[src/rtl/core/mft_pkg.sv]
`default_nettype none

package mft_pkg;

	// configuration register indexes
	typedef enum logic [0:0] {
		REG_ID_BASE      = 1'b0,
		REG_CALIB_FRAMES = 1'b1
	} cfg_reg_t;

	localparam int unsigned ID_W        = 11;
	localparam int unsigned PAYLOAD_W   = 56;
	localparam int unsigned ANGLE_W     = 16;
	localparam int unsigned FCNT_W      = 8;
	localparam int unsigned TOTAL_W     = 32;
	localparam int unsigned SLOT_OUT_W  = 3;
	// one turn is 8192 counts, so turns scale by a left shift of 13
	localparam int unsigned TURN_SHIFT  = 13;

	localparam logic [ID_W-1:0]        ID_BASE_RST      = 11'h201;
	localparam logic [FCNT_W-1:0]      CALIB_FRAMES_RST = 8'd51;
	localparam logic [FCNT_W-1:0]      FCNT_MAX         = 8'hFF;
	localparam logic signed [ANGLE_W:0] WRAP_POS        = 17'sd4096;
	localparam logic signed [ANGLE_W:0] WRAP_NEG        = -17'sd4096;
	localparam logic signed [ANGLE_W-1:0] TURN_MAX      = 16'sh7FFF;
	localparam logic signed [ANGLE_W-1:0] TURN_MIN      = 16'sh8000;

	// per-motor tracking state, one memory word per slot
	typedef struct packed {
		logic [ANGLE_W-1:0]        prev_angle;
		logic signed [ANGLE_W-1:0] turn_count;
		logic [ANGLE_W-1:0]        zero_offset;
		logic [FCNT_W-1:0]         frame_count;
	} entry_t;

	// result of one unwrap update
	typedef struct packed {
		entry_t                    nxt;
		logic signed [TOTAL_W-1:0] total;
		logic                      calib;
	} upd_t;

endpackage

`default_nettype wire

[src/rtl/core/motor_feedback_multiturn_tracker.sv]
`default_nettype none

// Channel   | Direction | Handshake          | Payload
// ----------+-----------+--------------------+-----------------------------------------
// input     | in        | in_valid/in_stall  | can_id, frame_payload
// output    | out       | out_valid/out_stall| motor_slot, rotor_angle, motor_speed,
//           |           |                    | drive_current, temperature, unwrapped_angle,
//           |           |                    | calibrating
// config    | in        | cfg_we             | cfg_idx, cfg_wdata
//
// One frame per cycle sustained while the output is not stalled; the state memory read is
// registered with the transaction, then the update is registered into the output register.
// Same-slot frames back to back are served by forwarding the just-written word.
// Reset clears the per-slot valid bits; an unwritten slot reads as all zero.
// A stall on the output holds the update stage, which then stalls the input.

module motor_feedback_multiturn_tracker
	import mft_pkg::*;
#(
	parameter int unsigned MOTOR_SLOTS = 7
) (
	input  var logic                      clk,
	input  var logic                      arst_n,

	input  var logic                      cfg_we,
	input  var cfg_reg_t                  cfg_idx,
	input  var logic [ID_W-1:0]           cfg_wdata,

	input  var logic                      in_valid,
	output logic                          in_stall,
	input  var logic [ID_W-1:0]           can_id,
	input  var logic [PAYLOAD_W-1:0]      frame_payload,

	output logic                          out_valid,
	input  var logic                      out_stall,
	output logic [SLOT_OUT_W-1:0]         motor_slot,
	output logic [ANGLE_W-1:0]            rotor_angle,
	output logic signed [15:0]            motor_speed,
	output logic signed [15:0]            drive_current,
	output logic [7:0]                    temperature,
	output logic signed [TOTAL_W-1:0]     unwrapped_angle,
	output logic                          calibrating
);

	localparam int unsigned SLOT_W = (MOTOR_SLOTS > 1) ? $clog2(MOTOR_SLOTS) : 1;

	// configuration registers
	logic [ID_W-1:0]   id_base_q;
	logic [FCNT_W-1:0] calib_frames_q;

	always_ff @(posedge clk or negedge arst_n) begin
		if (!arst_n) begin
			id_base_q      <= ID_BASE_RST;
			calib_frames_q <= CALIB_FRAMES_RST;
		end else if (cfg_we) begin
			case (cfg_idx)
				REG_ID_BASE:      id_base_q      <= cfg_wdata;
				REG_CALIB_FRAMES: calib_frames_q <= cfg_wdata[FCNT_W-1:0];
				default:          ;
			endcase
		end
	end

	// slot decode on the incoming frame
	logic [ID_W-1:0]   slot_diff;
	logic              slot_hit;
	logic [SLOT_W-1:0] slot_in;
	logic              acc;
	logic              acc_hit;

	assign slot_diff = can_id - id_base_q;
	assign slot_hit  = slot_diff < ID_W'(MOTOR_SLOTS);
	assign slot_in   = slot_diff[SLOT_W-1:0];
	assign acc       = in_valid && !in_stall;
	assign acc_hit   = acc && slot_hit;

	// update stage control
	logic              valid_s1;
	logic              adv_s1;
	logic [SLOT_W-1:0] slot_s1;
	logic [ANGLE_W-1:0] angle_s1;
	logic [15:0]       speed_s1;
	logic [15:0]       current_s1;
	logic [7:0]        temp_s1;
	logic              out_valid_q;

	assign adv_s1   = valid_s1 && (!out_valid_q || !out_stall);
	assign in_stall = valid_s1 && !adv_s1;

	// state memory, valid bits and forwarding path
	entry_t                 mem [MOTOR_SLOTS];
	logic [MOTOR_SLOTS-1:0] vld_q;
	entry_t                 rd_q;
	logic                   rd_vld_q;
	entry_t                 wb_q;
	logic                   fwd_q;
	entry_t                 cur_s1;
	upd_t                   upd_s1;

	always_ff @(posedge clk) begin
		if (adv_s1) mem[slot_s1] <= upd_s1.nxt;
		if (acc_hit) rd_q <= mem[slot_in];
		if (adv_s1) wb_q <= upd_s1.nxt;
	end

	always_ff @(posedge clk or negedge arst_n) begin
		if (!arst_n) begin
			vld_q    <= '0;
			rd_vld_q <= 1'b0;
			fwd_q    <= 1'b0;
		end else begin
			if (adv_s1) vld_q[slot_s1] <= 1'b1;
			if (acc_hit) begin
				rd_vld_q <= vld_q[slot_in];
				fwd_q    <= adv_s1 && (slot_s1 == slot_in);
			end
		end
	end

	assign cur_s1 = fwd_q ? wb_q : (rd_vld_q ? rd_q : '0);

	// stage 1 payload
	always_ff @(posedge clk or negedge arst_n) begin
		if (!arst_n) begin
			valid_s1 <= 1'b0;
		end else if (acc) begin
			valid_s1 <= slot_hit;
		end else if (adv_s1) begin
			valid_s1 <= 1'b0;
		end
	end

	always_ff @(posedge clk) begin
		if (acc_hit) begin
			slot_s1    <= slot_in;
			angle_s1   <= frame_payload[55:40];
			speed_s1   <= frame_payload[39:24];
			current_s1 <= frame_payload[23:8];
			temp_s1    <= frame_payload[7:0];
		end
	end

	mft_unwrap u_unwrap (
		.cur          (cur_s1),
		.angle        (angle_s1),
		.calib_frames (calib_frames_q),
		.upd          (upd_s1)
	);

	// output register
	always_ff @(posedge clk or negedge arst_n) begin
		if (!arst_n) begin
			out_valid_q <= 1'b0;
		end else if (adv_s1) begin
			out_valid_q <= 1'b1;
		end else if (!out_stall) begin
			out_valid_q <= 1'b0;
		end
	end

	always_ff @(posedge clk) begin
		if (adv_s1) begin
			motor_slot      <= SLOT_OUT_W'(slot_s1);
			rotor_angle     <= angle_s1;
			motor_speed     <= $signed(speed_s1);
			drive_current   <= $signed(current_s1);
			temperature     <= temp_s1;
			unwrapped_angle <= upd_s1.total;
			calibrating     <= upd_s1.calib;
		end
	end

	assign out_valid = out_valid_q;

	// checks
	a_stall_needs_item: assert property (@(posedge clk) disable iff (!arst_n)
		in_stall |-> valid_s1)
		else $error("input stalled with empty update stage");

	// a forwarded word always comes from a write that marked its slot
	a_fwd_needs_item: assert property (@(posedge clk) disable iff (!arst_n)
		fwd_q && valid_s1 |-> vld_q[slot_s1])
		else $error("forward flag without a preceding write");

	a_wr_sets_valid: assert property (@(posedge clk) disable iff (!arst_n)
		adv_s1 |=> vld_q[$past(slot_s1)])
		else $error("slot written but not marked valid");

	a_wr_counts_frame: assert property (@(posedge clk) disable iff (!arst_n)
		adv_s1 |-> upd_s1.nxt.frame_count != '0)
		else $error("frame count did not advance");

	a_calib_whole_turns: assert property (@(posedge clk) disable iff (!arst_n)
		out_valid && calibrating |-> unwrapped_angle[TURN_SHIFT-1:0] == '0)
		else $error("calibration total not a whole number of turns");

endmodule

`default_nettype wire

[src/rtl/core/mft_unwrap.sv]
`default_nettype none

module mft_unwrap
	import mft_pkg::*;
(
	input  var entry_t             cur,
	input  var logic [ANGLE_W-1:0] angle,
	input  var logic [FCNT_W-1:0]  calib_frames,
	output upd_t                   upd
);

	logic signed [ANGLE_W:0]   delta;
	logic                      calib;
	logic signed [ANGLE_W-1:0] turn_nxt;
	logic signed [TOTAL_W-1:0] turn_scaled;

	assign calib = cur.frame_count < calib_frames;
	assign delta = $signed({1'b0, angle}) - $signed({1'b0, cur.prev_angle});

	// outside calibration the turn counter steps on a wrap, saturating at both ends
	always_comb begin
		turn_nxt = cur.turn_count;
		if (!calib) begin
			if (delta > WRAP_POS) begin
				if (cur.turn_count != TURN_MIN) turn_nxt = cur.turn_count - 16'sd1;
			end else if (delta < WRAP_NEG) begin
				if (cur.turn_count != TURN_MAX) turn_nxt = cur.turn_count + 16'sd1;
			end
		end
	end

	assign turn_scaled = {{(TOTAL_W-ANGLE_W-TURN_SHIFT){turn_nxt[ANGLE_W-1]}}, turn_nxt,
		{TURN_SHIFT{1'b0}}};

	always_comb begin
		upd.nxt.prev_angle   = angle;
		upd.nxt.turn_count   = turn_nxt;
		upd.nxt.zero_offset  = calib ? angle : cur.zero_offset;
		upd.nxt.frame_count  = (cur.frame_count == FCNT_MAX) ? FCNT_MAX
			: cur.frame_count + 8'd1;
		upd.calib            = calib;
		upd.total            = turn_scaled
			+ $signed({{(TOTAL_W-ANGLE_W){1'b0}}, angle})
			- $signed({{(TOTAL_W-ANGLE_W){1'b0}}, upd.nxt.zero_offset});
	end

endmodule

`default_nettype wire
[config.mk]
export PLATFORM = sky130hd
export DESIGN_NAME = motor_feedback_multiturn_tracker
export DESIGN_NICKNAME = d
export VERILOG_FILES = /design/src/rtl/core/mft_pkg.sv /design/src/rtl/core/motor_feedback_multiturn_tracker.sv /design/src/rtl/core/mft_unwrap.sv
export SDC_FILE = /design/constraint.sdc
export NUM_CORES = 1
export LEC_CHECK = 0
export BUFFER_PORTS_ARGS = -buffer_cell sky130_fd_sc_hd__buf_2
export CAP_MARGIN = 20
export CORE_UTILIZATION = 40
export CTS_BUF_LIST = sky130_fd_sc_hd__clkbuf_4
export DETAILED_ROUTE_END_ITERATION = 7
export GPL_TIMING_DRIVEN = 0
export SYNTH_ARGS = -nofsm -noshare
export SYNTH_HDL_FRONTEND = slang
export SYNTH_SLANG_ARGS = --single-unit
[constraint.sdc]
create_clock -name clk -period 21.7 [get_ports clk]
set_input_delay 2.17 -clock clk [delete_from_list [all_inputs] [get_ports clk]]
set_output_delay 2.17 -clock clk [all_outputs]
set_load 0.02 [all_outputs]
Word-level counts from Yosys, hierarchy flattened
Memory sizes are Yosys's and may differ from the RTL's. A register that Yosys moved wholly into a read port is not among the register bits.
Index checks and enable logic that the tools add are counted.
- flip-flop bits (word level): 221
- bits in latches: 0
- bits in writable memories: 392
- bits in read-only memories: 0
- input bits: 84
- word-level logic and storage cells: 77
- memories: 1
- add/sub/neg operators: 7
- multiply operators: 0
- div/mod/pow operators: 0
- magnitude comparators: 7
- equal/unequal tests: 5
- shift operators: 0
- mux-type cells: 19
- bitwise gates (word level): 2
- reduce and logical (&&, ||, !) cells: 14
- memories (memory ; words ; bits a word ; read ports ; clocked after Yosys merged registers in ; write ports ; RTL line ; RTL):
    mem ; 7 ; 56 ; 1 ; 1 ; 1 ; motor_feedback_multiturn_tracker.sv:91 ; entry_t mem [MOTOR_SLOTS];
- operators by type and width (kind ; count):
    $mux 56 ; 2
    $mux 16 ; 6
    $ne 16x16->1 const B ; 2
    $sub 32x17->32 ; 1
    $add 29x17->30 ; 1
    $gt 17x14->1 const B ; 1
    $lt 17x13->1 const B ; 1
    $sub 16x16->17 ; 1
    $add 16x2->16 const B ; 1
    $sub 16x2->16 const B ; 1
    $lt 11x3->1 const B ; 1
    $sub 11x11->11 ; 1
    $add 8x1->8 const B ; 1
    $eq 8x8->1 const B ; 1
    $lt 3x4->1 const B ; 2
    $lt 8x8->1 ; 1
    $mux 1 ; 8
    $mux 8 ; 1
    $or 7x7->7 ; 1
    $logic_and 1x1->1 ; 6
    $logic_not 1->1 ; 4
    $reduce_and 2->1 ; 2
    $bmux 1 s3 ; 1
    $demux 1 s3 ; 1
    6 further kinds ; 6

Depth between registers and ports, before layout
- word-level depth: 9
- mapped depth: 35
- gate-level depth less buffers: 28

Cells and area by module
A second synthesis with hierarchy kept.
- cells, all modules: 1868
- area total of the unflattened synthesis: 29121.7 sq um
- modules (own cells, without submodules) (module ; times used ; cells each ; area an instance (sq um)):
    motor_feedback_multiturn_tracker ; 1 ; 1294 ; 24996.5
    mft_unwrap ; 1 ; 574 ; 4125.2

Least setup slack after synthesis
OpenSTA, ideal clock, no wires.
- path type: in2reg
- from: input port out_stall
- to: register vld_q[1]
- setup time: 88 ps
- arrival time: 9645 ps
- required time: 21612 ps
- path slack: 11967 ps
- stages on the path: 6
- path buffers: 0
- cells stage by stage: nand2_1 > nand2_1 > inv_1 > nand2_1 > nor3_1 > or2_2
- word-level cells in the longest chain between the ends: 3
- RTL lines (item ; RTL line ; RTL):
    from (decl) ; motor_feedback_multiturn_tracker.sv:35 ; input var logic out_stall,
    $logic_not 1->1 ; n/a ;
    $logic_or 1x1->1 ; motor_feedback_multiturn_tracker.sv:87 ; assign adv_s1 = valid_s1 && (!out_valid_q || !out_stall);
    $logic_and 1x1->1 ; motor_feedback_multiturn_tracker.sv:87 ;
    via adv_s1 ; motor_feedback_multiturn_tracker.sv:79 ; logic adv_s1;
    to (signal assigned) ; motor_feedback_multiturn_tracker.sv:108 ; vld_q <= '0;
    to (signal, indexed assignment) ; motor_feedback_multiturn_tracker.sv:112 ; if (adv_s1) vld_q[slot_s1] <= 1'b1;
    to (decl) ; motor_feedback_multiturn_tracker.sv:92 ; logic [MOTOR_SLOTS-1:0] vld_q;
The timed path passes the listed nets, and every way through them passes these cells.
A chain may end at the register's enable or synchronous reset.

==> key figures <==
Pwr
  • Pwr per Cell Area: approximately 90 mW/mm²
  • Leakage power total: around 0.012 µW
  • Peak VDD IR: about 0.043 mV

CTS
  • Post-CTS setup buffers: 0
  • CTS tree: yes
  • # hold bufs at CTS: 0
  • Cts repair resizes: 0
  • Worst-path clk slew: ~0.070 ns
  • Skew-Pair Late Insertion Delay: 1.02 ns
  • CTS Buf Count: around 170
  • Clock sinks: approximately 670
  • Clock Tree Root: clkbuf_4
  • Clock tree buffer depth: 3
  • H-tree depth: 4

Global routing
  • GRT Max-Usage Layer: met2
  • GRT Total Usage: 0.2039
  • Routing usage on met2: 0.3298
  • Vias in the first global route: ~18000
  • Largest net degree at the start of global routing: 83
  • Grt met3 use: 0.04731
  • GRT overflow: 0
  • Antenna violations before repair: 4
  • Global-route wire length before repair: 107800 µm
  • Global routing usage on met1: 0.2673

Min path
  • Worst hold start: temp_s1[1]
  • WHS Path Cells: 0
  • Hold Path End: temperature[1]
  • Hold Crit Class: reg -> reg

Logic synthesis
  • Yosys Warn Count: 0
  • Synth top area share: 0.6743
  • Post-synth EDFFs: roughly 640
  • Post-synth net total: 2022
  • Post-synthesis area per instance: ~15 µm²
  • Area contributors post-synth: edfxtp_1 (67%), mux4_2 (4.5%), ha_1 (2.4%), mux2i_1 (2.2%), dfrtp_1 (2.1%)
  • Async set or reset register ratio after synthesis: 0.04484
  • Number of synthesized register bits: roughly 670
  • Synth top cells by count: edfxtp_1 (639), nand2_1 (151), o21ai_0 (112), nor2_1 (106), a21oi_1 (104)
  • Synth Flop Type: edfxtp_1
  • Synth area leader: edfxtp_1
  • Post-synthesis cell count: 1879
  • Area of the mapped netlist: 0.02845 mm²
  • Synth cell types: between 80 and 90
  • Seq/Total Area, Yosys: 0.7010
  • Count leader, synth: edfxtp_1

Layout
  • P&R area growth vs syn: 17.04%
  • Share of layout cells above drive strength 1: 0.2609
  • Final core occ: 0.4747
  • Final #Nets: about 2400
  • Layout fillers: 6288

STA
  • Unrepaired setup endpoints after global routing: false
  • Period minus WS final: around 12 ns
  • FMAX: ~0.086 GHz
  • Period utilization: 0.5334
  • Hold Fails Final Rpt: 0
  • Slew margin rel.: 0.3016
  • Final Setup Violations: 0
  • Skew final: between 0.07 and 0.08 ns
  • Setup TNS: 0 ns
  • Max-slew violation count: 0
  • Measured slew at the worst slew-check pin: between 1 and 1.5 ns

Routing
  • Vias per inst: between 5 and 6
  • Routed WL per cell: roughly 22 µm
  • Post-route ant nets: 0
  • Total Wirelength: around 73000 µm
  • DR DRC count: 0
  • Drt pass-1 iters: 7
  • Total number of vias: 17930
  • Iteration-0 DRC Markers: 1338

Placement
  • GP Congestion: between 0.8 and 0.9
  • Port bufs: approximately 180
  • Post-DP HPWL: 48030 µm

Critical path
  • Kind of start point of the critical path: flip-flop
  • Worst-path fanout max: 10
  • Crit. End Element: flip-flop
  • Buffers & Inverters on Critical Path: 9
  • Slowest cell delay on critical path: between 0.7 and 0.8 ns
  • CP Data Required Time: ~22 ns
  • Depth of the most critical reg-to-reg path: 29
  • Critical path type: reg -> reg
  • Reg-to-reg slack, setup: about 10 ns
  • Largest delay share family, worst path: buffers and inverters
  • CP max-delay cell: clkbuf_1
  • Critical path arrival: about 12 ns
  • RR Startpoint: fwd_q
  • Reg2reg end: unwrapped_angle[23]

Die
  • Die Y: between 200 and 300 µm
  • Die area: around 0.072 mm²
  • Io pins: 178
  • Placeable Area: 0.07015 mm²
  • DIE WIDTH: 268.7 µm
  • Starting Density: 0.4056
  • # rows: 97

Outcome
  • Status: finished, final reports clean

Job
  • Count of max-cap constraint violations: 0
-- flip-flops by register name, indices dropped and copies added, names as in the netlist, 8 cells and up --
signal / flops
wb_q: 40
temperature: 8
calib_frames_q: 8
rotor_angle: 16
current_s1: 16
temp_s1: 8
id_base_q: 11
angle_s1: 16
speed_s1: 16
motor_speed: 16
unwrapped_angle: 32
mem: 392
rd_q: 56
drive_current: 16
-- through the flow --
stage,worst slack (ns),area (µm²),total power (µW),hold slack [ns],std cells
floorplan,11.97,28450,1785,0.4003,1879
global placement,5.647,30520,1919,0.4008,2996
detailed placement,10.46,31010,1929,0.4045,3024
CTS,10.40,33230,3031,0.4094,3323
global route,9.681,33300,3141,0.4170,3331
finish,10.12,33300,3001,0.4160,3332
-- cells in the final DEF (no fill, tap or decap), types with 14 or more instances in the layout --
cell,count
xnor2_1,31
o21a_1,27
inv_1,62
buf_4,22
clkinv_1,30
nand2_1,151
edfxtp_1,639
ha_1,55
nand3_1,30
nor3_1,14
nor2_1,101
a21o_1,14
dfrtp_1,24
a21oi_1,104
clkbuf_1,42
buf_1,26
xor2_1,20
buf_2,185
mux4_2,57
a22oi_1,42
mux2i_1,62
clkbuf_4,253
o21ai_0,112
-- metal layers --
layer | share of wire | vias up | wire, µm
met3 | 0.072 | 116 | 5260
met4 | 0.027 | 0 | 1946
met1 | 0.42 | 9022 | 30820
li1 | - | 8105 | -
met5 | 0 | - | 0
met2 | 0.48 | 682 | 34870
-- final cells by class --
class,count,area [µm²],area share
Sequential cell,669,19950,0.5989
Antenna cell,4,10.01,0.0003006
Tap cell,940,1176,0.03532
Buffer,92,417.9,0.01255
Multi-Input combinational cell,1052,7890,0.2369
Clock buffer,253,1899,0.05703
Clock inverter,46,319.1,0.009580
Timing Repair Buffer,210,1386,0.04163
Inverter,66,257.7,0.007739
-- where the power goes --
group / leakage (µW) / internal (µW) / total, µW / switching, µW
clock: 0.00131 / 582 / 1090 / 512
sequential: 0.00624 / 1440 / 1450 / 4.39
combinational: 0.00453 / 172 / 459 / 287
total: 0.0121 / 2200 / 3000 / 803
-- how the worst max path moves through the flow --
stage,cells after the start,from,endpoint,slack [ns]
final,29,fwd_q,unwrapped_angle[23],10.12
after global routing,33,fwd_q,unwrapped_angle[23],9.68
after CTS,34,fwd_q,unwrapped_angle[28],10.40
after detailed placement,33,fwd_q,unwrapped_angle[23],10.46
after global placement,7,out_stall,vld_q[1],5.65
after floorplan,6,out_stall,vld_q[1],11.97
-- logic make-up after synthesis --
group | synth area share
adder cells (fa/ha/maj) | 0.02700
buffers and inverters | 0.02339
flip-flops | 0.7010
AO/OA/AOI/OAI | 0.08812
AND/OR/NAND/NOR | 0.07084
XOR/XNOR | 0.01838
multiplexers | 0.07128
Note: power is estimated with default switching activity, not from simulation.
